<file path="src/rtl/servo_angle_ramp_to_duty_macros.svh">
// Assertion macros for the servo angle / duty block.
// Expects clk and arst_n in the scope of the module that uses them.
`ifndef SERVO_ANGLE_RAMP_TO_DUTY_MACROS_SVH
`define SERVO_ANGLE_RAMP_TO_DUTY_MACROS_SVH

// Condition must hold at every edge out of reset.
`define SVAR_ASSERT_ALWAYS(label, cond, msg) \
	label: assert property (@(posedge clk) disable iff (!arst_n) (cond)) else $error(msg);

// Consequent must hold in the same cycle as the antecedent.
`define SVAR_ASSERT_IMP(label, ante, cons, msg) \
	label: assert property (@(posedge clk) disable iff (!arst_n) (ante) |-> (cons)) \
		else $error(msg);

`endif

</file>
<file path="src/rtl/svar_pkg.sv">
// Package for the servo angle / duty block: angle limits, command codes,
// register indexes and reset values. No dependencies.
`timescale 1ns / 1ps

package svar_pkg;

	localparam int DUTY_BITS_DEFAULT = 14;
	localparam int ANGLE_BITS        = 8;
	localparam int DELAY_BITS        = 16;
	localparam int KIND_BITS         = 3;
	localparam int CFG_IDX_BITS      = 2;

	localparam int ANGLE_MAX   = 180;
	localparam int ANGLE_RESET = 140;

	localparam int DUTY_LO_RESET = 410;
	localparam int DUTY_HI_RESET = 2048;

	// command codes
	localparam logic [KIND_BITS-1:0] KIND_SET    = 3'd0;
	localparam logic [KIND_BITS-1:0] KIND_SMOOTH = 3'd1;
	localparam logic [KIND_BITS-1:0] KIND_RIGHT  = 3'd2;
	localparam logic [KIND_BITS-1:0] KIND_LEFT   = 3'd3;
	localparam logic [KIND_BITS-1:0] KIND_TICK   = 3'd4;

	// register indexes
	localparam logic [CFG_IDX_BITS-1:0] REG_DUTY_LO = 2'd0;
	localparam logic [CFG_IDX_BITS-1:0] REG_DUTY_HI = 2'd1;

endpackage

</file>
<file path="src/rtl/servo_angle_ramp_to_duty.sv">
// Servo angle keeper with slew ramp, producing a PWM duty count.
// Depends on svar_pkg and servo_angle_ramp_to_duty_macros.svh.
//
// Usage
//   Command channel (cmd_valid / cmd_stall): kind, amount, step_delay.
//   Result channel (res_valid / res_stall): duty, angle, moving.
//   Config port: cfg_we, cfg_index (0 duty at 0 deg, 1 duty at 180 deg), cfg_wdata;
//   write only while no command is in flight.
//   An item taken shows its result, if it has one, after five register stages
//   (input, angle state, span product, reciprocal product, result). Ticks that
//   do not step the ramp, ticks while idle and unknown kinds give no result.
//   Throughput is one item per cycle unless res_stall holds the pipe; the angle state
//   is written from the input register, so back-to-back commands see each other's effect.
//   The divide by 180 is a multiply by a reciprocal with a one-step fixup.
//   If res_stall is high while a result waits, the whole pipe holds and
//   cmd_stall rises in the same cycle; a result in the output register
//   stays put until taken.
//   Reset: angle 140, no ramp, duty counts 410 at 0 deg and 2048 at 180 deg, pipe empty.
`timescale 1ns / 1ps
`include "servo_angle_ramp_to_duty_macros.svh"

module servo_angle_ramp_to_duty #(
	parameter int DUTY_BITS = svar_pkg::DUTY_BITS_DEFAULT
) (
	input  logic                              clk,
	input  logic                              arst_n,
	// command channel
	input  logic                              cmd_valid,
	output logic                              cmd_stall,
	input  logic [svar_pkg::KIND_BITS-1:0]    kind,
	input  logic [svar_pkg::ANGLE_BITS-1:0]   amount,
	input  logic [svar_pkg::DELAY_BITS-1:0]   step_delay,
	// result channel
	output logic                              res_valid,
	input  logic                              res_stall,
	output logic [DUTY_BITS-1:0]              duty,
	output logic [svar_pkg::ANGLE_BITS-1:0]   angle,
	output logic                              moving,
	// configuration
	input  logic                              cfg_we,
	input  logic [svar_pkg::CFG_IDX_BITS-1:0] cfg_index,
	input  logic [DUTY_BITS-1:0]              cfg_wdata
);

	localparam int AW    = svar_pkg::ANGLE_BITS;
	localparam int DW    = svar_pkg::DELAY_BITS;
	localparam int PW    = DUTY_BITS + AW;         // span * angle
	localparam int XW    = PW - 2;                 // product / 4
	localparam int RW    = XW - 5;                 // reciprocal of 45
	localparam int MW    = XW + RW;                // reciprocal product
	localparam int QW    = MW - XW;                // coarse quotient
	localparam int QDIV  = svar_pkg::ANGLE_MAX / 4;
	localparam longint unsigned RECIP_FULL = (64'd1 << XW) / QDIV;
	localparam logic [RW-1:0] RECIP = RW'(RECIP_FULL);

	localparam logic [AW-1:0] A_MAX   = AW'(svar_pkg::ANGLE_MAX);
	localparam logic [AW-1:0] A_RESET = AW'(svar_pkg::ANGLE_RESET);
	localparam logic [DW-1:0] D_ONE   = DW'(1);

	// configuration
	logic [DUTY_BITS-1:0] duty_lo_q, duty_hi_q;

	always_ff @(posedge clk or negedge arst_n) begin
		if (!arst_n) begin
			duty_lo_q <= DUTY_BITS'(svar_pkg::DUTY_LO_RESET);
			duty_hi_q <= DUTY_BITS'(svar_pkg::DUTY_HI_RESET);
		end else if (cfg_we) begin
			if (cfg_index == svar_pkg::REG_DUTY_LO) begin
				duty_lo_q <= cfg_wdata;
			end else if (cfg_index == svar_pkg::REG_DUTY_HI) begin
				duty_hi_q <= cfg_wdata;
			end
		end
	end

	// whole pipe moves together unless a result is held
	logic adv;
	assign adv       = !res_valid || !res_stall;
	assign cmd_stall = !adv;

	// stage 1: input register
	logic                  v_s1;
	logic [2:0]            kind_s1;
	logic [AW-1:0]         amount_s1;
	logic [DW-1:0]         delay_s1;

	always_ff @(posedge clk or negedge arst_n) begin
		if (!arst_n) begin
			v_s1 <= 1'b0;
		end else if (adv) begin
			v_s1 <= cmd_valid;
		end
	end

	always_ff @(posedge clk) begin
		if (adv && cmd_valid) begin
			kind_s1   <= kind;
			amount_s1 <= amount;
			delay_s1  <= step_delay;
		end
	end

	// angle state
	logic [AW-1:0] cur_q, tgt_q;
	logic [DW-1:0] left_q, reload_q;
	logic          ramp_q;

	logic [AW-1:0] cur_n, tgt_n, clamped, stepped;
	logic [DW-1:0] left_n, reload_n;
	logic          ramp_n, emit_n;
	logic [AW:0]   sum_left;

	always_comb begin
		clamped  = (amount_s1 > A_MAX) ? A_MAX : amount_s1;
		sum_left = {1'b0, cur_q} + {1'b0, amount_s1};
		// one degree toward the target in force for this command
		if (kind_s1 == svar_pkg::KIND_SMOOTH) begin
			tgt_n = clamped;
		end else begin
			tgt_n = tgt_q;
		end
		if (tgt_n > cur_q) begin
			stepped = cur_q + AW'(1);
		end else if (tgt_n < cur_q) begin
			stepped = cur_q - AW'(1);
		end else begin
			stepped = cur_q;
		end

		cur_n    = cur_q;
		left_n   = left_q;
		reload_n = reload_q;
		ramp_n   = ramp_q;
		emit_n   = 1'b0;

		unique case (kind_s1)
			svar_pkg::KIND_SET: begin
				cur_n  = clamped;
				tgt_n  = clamped;
				ramp_n = 1'b0;
				emit_n = 1'b1;
			end
			svar_pkg::KIND_SMOOTH: begin
				cur_n  = stepped;
				ramp_n = 1'b0;
				emit_n = 1'b1;
				if (stepped != clamped) begin
					reload_n = (delay_s1 == '0) ? D_ONE : delay_s1;
					left_n   = reload_n;
					ramp_n   = 1'b1;
				end
			end
			svar_pkg::KIND_RIGHT: begin
				cur_n  = (amount_s1 >= cur_q) ? '0 : cur_q - amount_s1;
				tgt_n  = cur_n;
				ramp_n = 1'b0;
				emit_n = 1'b1;
			end
			svar_pkg::KIND_LEFT: begin
				cur_n  = (sum_left > {1'b0, A_MAX}) ? A_MAX : sum_left[AW-1:0];
				tgt_n  = cur_n;
				ramp_n = 1'b0;
				emit_n = 1'b1;
			end
			svar_pkg::KIND_TICK: begin
				if (ramp_q) begin
					if (left_q > D_ONE) begin
						left_n = left_q - D_ONE;
					end else begin
						cur_n  = stepped;
						emit_n = 1'b1;
						if (stepped == tgt_q) begin
							ramp_n = 1'b0;
							left_n = '0;
						end else begin
							left_n = (reload_q == '0) ? D_ONE : reload_q;
						end
					end
				end
			end
			default: begin
			end
		endcase
	end

	always_ff @(posedge clk or negedge arst_n) begin
		if (!arst_n) begin
			cur_q    <= A_RESET;
			tgt_q    <= A_RESET;
			left_q   <= '0;
			reload_q <= '0;
			ramp_q   <= 1'b0;
		end else if (adv && v_s1) begin
			cur_q    <= cur_n;
			tgt_q    <= tgt_n;
			left_q   <= left_n;
			reload_q <= reload_n;
			ramp_q   <= ramp_n;
		end
	end

	// stage 2: result angle and flag
	logic          v_s2, moving_s2;
	logic [AW-1:0] angle_s2;

	always_ff @(posedge clk or negedge arst_n) begin
		if (!arst_n) begin
			v_s2 <= 1'b0;
		end else if (adv) begin
			v_s2 <= v_s1 && emit_n;
		end
	end

	always_ff @(posedge clk) begin
		if (adv) begin
			angle_s2  <= cur_n;
			moving_s2 <= ramp_n;
		end
	end

	// stage 3: span * angle
	logic [DUTY_BITS-1:0] span;
	assign span = (duty_hi_q >= duty_lo_q) ? (duty_hi_q - duty_lo_q) : '0;

	logic          v_s3, moving_s3;
	logic [AW-1:0] angle_s3;
	logic [PW-1:0] prod_s3;

	always_ff @(posedge clk or negedge arst_n) begin
		if (!arst_n) begin
			v_s3 <= 1'b0;
		end else if (adv) begin
			v_s3 <= v_s2;
		end
	end

	always_ff @(posedge clk) begin
		if (adv) begin
			angle_s3  <= angle_s2;
			moving_s3 <= moving_s2;
			prod_s3   <= PW'(span) * PW'(angle_s2);
		end
	end

	// stage 4: (p / 4) * floor(2^XW / 45); p / 180 == (p / 4) / 45
	logic          v_s4, moving_s4;
	logic [AW-1:0] angle_s4;
	logic [XW-1:0] x_s4;
	logic [MW-1:0] recip_s4;

	always_ff @(posedge clk or negedge arst_n) begin
		if (!arst_n) begin
			v_s4 <= 1'b0;
		end else if (adv) begin
			v_s4 <= v_s3;
		end
	end

	always_ff @(posedge clk) begin
		if (adv) begin
			angle_s4  <= angle_s3;
			moving_s4 <= moving_s3;
			x_s4      <= prod_s3[PW-1:2];
			recip_s4  <= MW'(prod_s3[PW-1:2]) * MW'(RECIP);
		end
	end

	// result: coarse quotient is at most one short, fix with one compare
	logic [QW-1:0]        q0;
	logic [XW:0]          q45, rem;
	logic [DUTY_BITS-1:0] quot;

	always_comb begin
		q0   = recip_s4[MW-1:XW];
		q45  = (XW+1)'(q0) * (XW+1)'(QDIV);
		rem  = {1'b0, x_s4} - q45;
		quot = DUTY_BITS'(q0) + ((rem >= (XW+1)'(QDIV)) ? DUTY_BITS'(1) : '0);
	end

	logic                 res_valid_q, moving_q;
	logic [AW-1:0]        angle_q;
	logic [DUTY_BITS-1:0] duty_q;

	always_ff @(posedge clk or negedge arst_n) begin
		if (!arst_n) begin
			res_valid_q <= 1'b0;
		end else if (adv) begin
			res_valid_q <= v_s4;
		end
	end

	always_ff @(posedge clk) begin
		if (adv) begin
			angle_q  <= angle_s4;
			moving_q <= moving_s4;
			duty_q   <= duty_lo_q + quot;
		end
	end

	assign res_valid = res_valid_q;
	assign duty      = duty_q;
	assign angle     = angle_q;
	assign moving    = moving_q;

	// checks
	`SVAR_ASSERT_ALWAYS(a_angle_range, cur_q <= A_MAX, "angle state beyond 180")
	`SVAR_ASSERT_IMP(a_ramp_not_done, ramp_q, cur_q != tgt_q, "ramp running at its target")
	`SVAR_ASSERT_IMP(a_ramp_delay, ramp_q, left_q != '0, "ramp running with no delay left")
	`SVAR_ASSERT_IMP(a_s2_matches_state, v_s2,
		(angle_s2 == cur_q) && (moving_s2 == ramp_q), "stage 2 result differs from state")

endmodule

</file>
<file path="config.mk">
export PLATFORM = sky130hd
export DESIGN_NAME = servo_angle_ramp_to_duty
export DESIGN_NICKNAME = d
export VERILOG_FILES = /design/src/rtl/svar_pkg.sv /design/src/rtl/servo_angle_ramp_to_duty.sv
export VERILOG_INCLUDE_DIRS = /design/src /design/src/rtl
export SDC_FILE = /design/constraint.sdc
export NUM_CORES = 1
export LEC_CHECK = 0
export ABC_AREA = 1
export BUFFER_PORTS_ARGS = -buffer_cell sky130_fd_sc_hd__clkbuf_2
export CAP_MARGIN = 20
export CORE_ASPECT_RATIO = 0.8
export CORE_MARGIN = 2
export CORE_UTILIZATION = 50
export CTS_CLUSTER_DIAMETER = 150
export DETAILED_ROUTE_END_ITERATION = 8
export PLACE_DENSITY = 0.76
export REMOVE_ABC_BUFFERS = 1
export SLEW_MARGIN = 0
export SYNTH_ARGS = -nofsm -noshare
export SYNTH_HDL_FRONTEND = slang
export SYNTH_SLANG_ARGS = --single-unit
</file>
<file path="constraint.sdc">
create_clock -name clk -period 19.85 [get_ports clk]
set_input_delay 2.9775 -clock clk [delete_from_list [all_inputs] [get_ports clk]]
set_output_delay 2.9775 -clock clk [all_outputs]
set_load 0.01 [all_outputs]
</file>
After elaboration in Yosys (flattened, before gate mapping). Cells that the tools add are included.

Bits in registers: 236. Bits of input ports: 48. Output and inout port bits: 25. Logic and storage cells: 102.

Add/sub/neg operators: 9. Multiply operators: 3. Order comparisons: 8. Equality and inequality tests: 9. Muxes and demuxes: 27. Bitwise operators: 1. Reduce and logical (&&, ||, !) cells: 18.

Operator list (number): $mux 16 (6); $mux 8 (8); $pmux 8 s5 (1); $mul 20x15->35 const B (1); $logic_not 16->1 (2); $pmux 16 s2 (1); $pmux 8 s3 (1); $mul 14x8->22 (1); $ge 21x6->1 const B (1); $mul 15x6->21 const B (1); $sub 20x21->21 (1); $gt 16x1->1 const B (1); $sub 16x1->16 const B (1); $add 14x1->14 (1); $add 14x14->14 (1); $ge 14x14->1 (1); $mux 14 (1); $sub 14x14->14 (1); $add 8x8->9 (1); $gt 9x8->1 const B (1); $add 8x1->8 const B (1); $eq 8x8->1 (1); $ge 8x8->1 (1); $gt 8x8->1 (1); 26 further kinds (38).

Longest topological paths before layout.
Word-level depth: 11. Depth in mapped cells: 34.

Least setup slack after synthesis. No wires, ideal clock.

Kind: input port to output port. From: input port res_stall. To: output port cmd_stall. Data arrival time: 5.770 ns. Required time: 16.872 ns. Setup slack: 11.102 ns. Stages on the path: 2. Path through: nand2_1 > inv_1.

Longest elaborated chain between the ends: 3.

RTL lines: from (decl) (RTL line servo_angle_ramp_to_duty.sv:35) `input logic res_stall,`; $logic_not 1->1 (RTL line servo_angle_ramp_to_duty.sv:78) `assign adv = !res_valid || !res_stall;`; $logic_or 1x1->1 (RTL line servo_angle_ramp_to_duty.sv:78); $logic_not 1->1 (RTL line servo_angle_ramp_to_duty.sv:79) `assign cmd_stall = !adv;`; to (decl) (RTL line servo_angle_ramp_to_duty.sv:29) `output logic cmd_stall,`.

No other way between the ends.

Worst setup path after layout.
From: register duty_lo_q[0]. To: register prod_s3[17] (data pin).

Longest elaborated chain between the ends: 3.

RTL lines: from (decl) (RTL line servo_angle_ramp_to_duty.sv:61) `logic [DUTY_BITS-1:0] duty_lo_q, duty_hi_q;`; from (signal assigned) (RTL line servo_angle_ramp_to_duty.sv:65) `duty_lo_q <= DUTY_BITS'(svar_pkg::DUTY_LO_RESET);`; from (signal assigned) (RTL line servo_angle_ramp_to_duty.sv:69) `duty_lo_q <= cfg_wdata;`; $sub 14x14->14 or $ge 14x14->1 (tied branches) (RTL line servo_angle_ramp_to_duty.sv:223) `assign span = (duty_hi_q >= duty_lo_q) ? (duty_hi_q - duty_lo_q) : '0;`; $mux 14 * (RTL line servo_angle_ramp_to_duty.sv:223); $mul 14x8->22 * (RTL line servo_angle_ramp_to_duty.sv:241) `prod_s3 <= PW'(span) * PW'(angle_s2);`; to (signal assigned) (RTL line servo_angle_ramp_to_duty.sv:241); to (decl) (RTL line servo_angle_ramp_to_duty.sv:227) `logic [PW-1:0] prod_s3;`.

Mark *: on every way between the ends. The rest lies on a longest branch, timed or not. A chain may end at the register's enable or synchronous reset.

==> metrics.txt <==
clock buffer depth 3; final setup fails 0; IO buf count 72; Worst-Margin Slew 1.05 ns; met1 usage 34.5%; via count 17400; area share of the largest cell type after synthesis 18.0%; Wirelength per Cell 16.8 um; status completed; synthesized netlist cell count 2594; gp weighted congestion 0.955; initial antenna violation count 0; Final Cycle Share 34.9%; largest area contributor in the netlist edfxtp_1; Area Overhead vs Synth 7.91%; fraction of layout cells with a size suffix above 1 6.87%; maximum clock rate 145 MHz; largest family of logic cells by synthesized area adder cells; Simple-Gate Fraction of Synth Area 17.8%; Worst-Skew Late Latency 0.54 ns; Arr. time, crit path 7.19 ns; most numerous cell in the Yosys netlist nand2_1; filler instances 3843; gr usage total 24.3%; total CTS buffers 24; Final ANT Viol Nets 0; Reg clk slew, reported paths 0.07 ns; Crit Path Category flip-flop to flip-flop; Syn Std Cell Area 0.0221 mm2; setup TNS 0 ns; Root Buffer clkbuf_16; routed wire length 54200 um; GR peak layer met2; Die H 192 um; Hold/Removal Path Class flip-flop to flip-flop; minimum clock period 6.92 ns; crit-path max FO 40; register area share after synthesis 27.3%; CP max-delay cell fa_1; commonest cells in the netlist 497 x nand2_1, 483 x inv_1, 272 x ha_1, 202 x nor2_1, 183 x fa_1; Row Count 68; Synth Register Bits 214; Antenna diodes 0; Overflow after GRT 0; core area 0.0434 mm2; Initial Util 50.9%; cts hold-fix bufs 0; first drt pass iteration count 6; Largest stage delay, worst path 0.56 ns; post-CTS setup buffer count 0; Post-synth ARST share 38.3%; final number of max-transition violations 0; H-tree levels 1; Die X-Extent 239 um; Slew HR 30.1%; met3 usage 3.68%; CTS tree done; full die area 0.0459 mm2; Nets 3162; xor-xnor portion of the synthesized cell area 3.97%; unrepaired setup endpoints after global routing no; crit path capture type flip-flop; post-synth cell types 55; Synth area leaders edfxtp_1 18%, fa_1 17%, ha_1 15%; clock sink total 214; DP Wirelength 44400 um; Remaining DRCs 0; Worst EP required 20.12 ns; Hold Vio Cnt, Final 0; Synth Area in Compound Gates 9.67%; crit start category flip-flop; Avg Cell Area, Syn 8.51 um2; clock skew 0.0137 ns; initial DRC count 1377; top_reg_cell synth edfxtp_1; Ys Warns 0; largest net degree at the start of global routing 73; Max-Cap Viols 0; M2 GR Usage 39.3%; post-CTS sizing 0; first-pass GRT wire length 88500 um; IO Pins 73; Vias per Instance 5.38; mux contribution to synthesized area 0%; number of synthesized flops with an enable pin 132; adder-cell share of the synthesized area 32.0%; number of global-route vias before repair 17200
## metal layers
metal / share of wire [%] / wire, um / vias to the layer above
met5: 0 / 0 / -
met4: 2.2 / 1220 / 0
met3: 6.8 / 3690 / 79
met2: 45 / 24400 / 589
met1: 46 / 24900 / 8217
li1: - / - / 8543
## placed cells by master, fill, tap and decap left out, types with 17 or more instances in the layout
cell       instances
nand2_1          496
inv_1            483
ha_1             272
nor2_1           202
fa_1             183
a21oi_1          142
edfxtp_1         132
o21ai_0          122
nand3_1          106
clkbuf_2          71
dfrtp_1           70
xor2_1            68
nand4_1           49
xnor2_1           32
clkbuf_16         25
o21bai_1          19
nor3_1            17
## logic make-up (layout without fill, tap and decap cells)
logic type                 count (synthesis)  in the layout
DFF                                      214            214
and+or+nand+nor                          923            923
adders and majority gates                455            455
buffers and inverters                    529            612
AOI/OAI and AO/OA                        373            373
xor gates and xnor gates                 100            100
## stage by stage
step / hold slack (ns) / cell area [um2] / util [%] / instances / setup WS, ns
floorplan: 0.400 / 21900 / - / 2555 / 11.10
global placement: 0.405 / 23000 / 53.0 / 3193 / 13.01
detailed placement: 0.406 / 23000 / 53.0 / 3193 / 12.95
CTS: 0.415 / 23800 / 54.9 / 3237 / 12.91
global route: 0.424 / 23800 / 54.9 / 3237 / 12.29
finish: 0.410 / 23800 / 54.9 / 3237 / 12.93
## final cells by class
cell class                 count  area (um2)  area share, %
clock buffer                  28         647           2.72
timing repair buffer          78         408           1.71
tap                          560         701           2.94
multi-input combinational   1851       14000           58.8
clock inverter                16         179          0.751
sequential                   214        6030           25.3
inverter                     490        1840           7.72
## critical path: cells and delay by family (launching register included)
family | cells | cell delay (ns)
AO/OA/AOI/OAI | 11 | 2.08
AND/OR/NAND/NOR | 4 | 0.41
flip-flops | 1 | 0.41
adder cells (fa/ha/maj) | 7 | 2.87
buffers and inverters | 6 | 0.75
XOR/XNOR | 1 | 0.16
## worst paths after layout
check | startpoint | end | slack (ns) | cells past startpoint
max | duty_lo_q[0] | prod_s3[17] | 12.93 | 29
min | angle_s3[6] | angle_s4[6] | 0.41 | 0
max reg2reg | duty_lo_q[0] | prod_s3[17] | 12.93 | 29
min reg2reg | angle_s3[6] | angle_s4[6] | 0.41 | 0
max in group asynchronous | arst_n | left_q[10] | 16.33 | 2
min in group asynchronous | arst_n | duty_hi_q[8] | 2.26 | 1
## registers in the layout (all words and copies together) (netlist names), 3 cells and up
signal     cells
prod_s3       20
x_s4          20
delay_s1      16
left_q        16
reload_q      16
recip_s4      15
duty          14
duty_hi_q     14
duty_lo_q     14
amount_s1      8
angle          8
angle_s2       8
angle_s3       8
angle_s4       8
cur_q          8
tgt_q          8
kind_s1        3
Power is not shown: default switching activity piles up to over one toggle a cycle in this logic, so the estimate is an artifact.
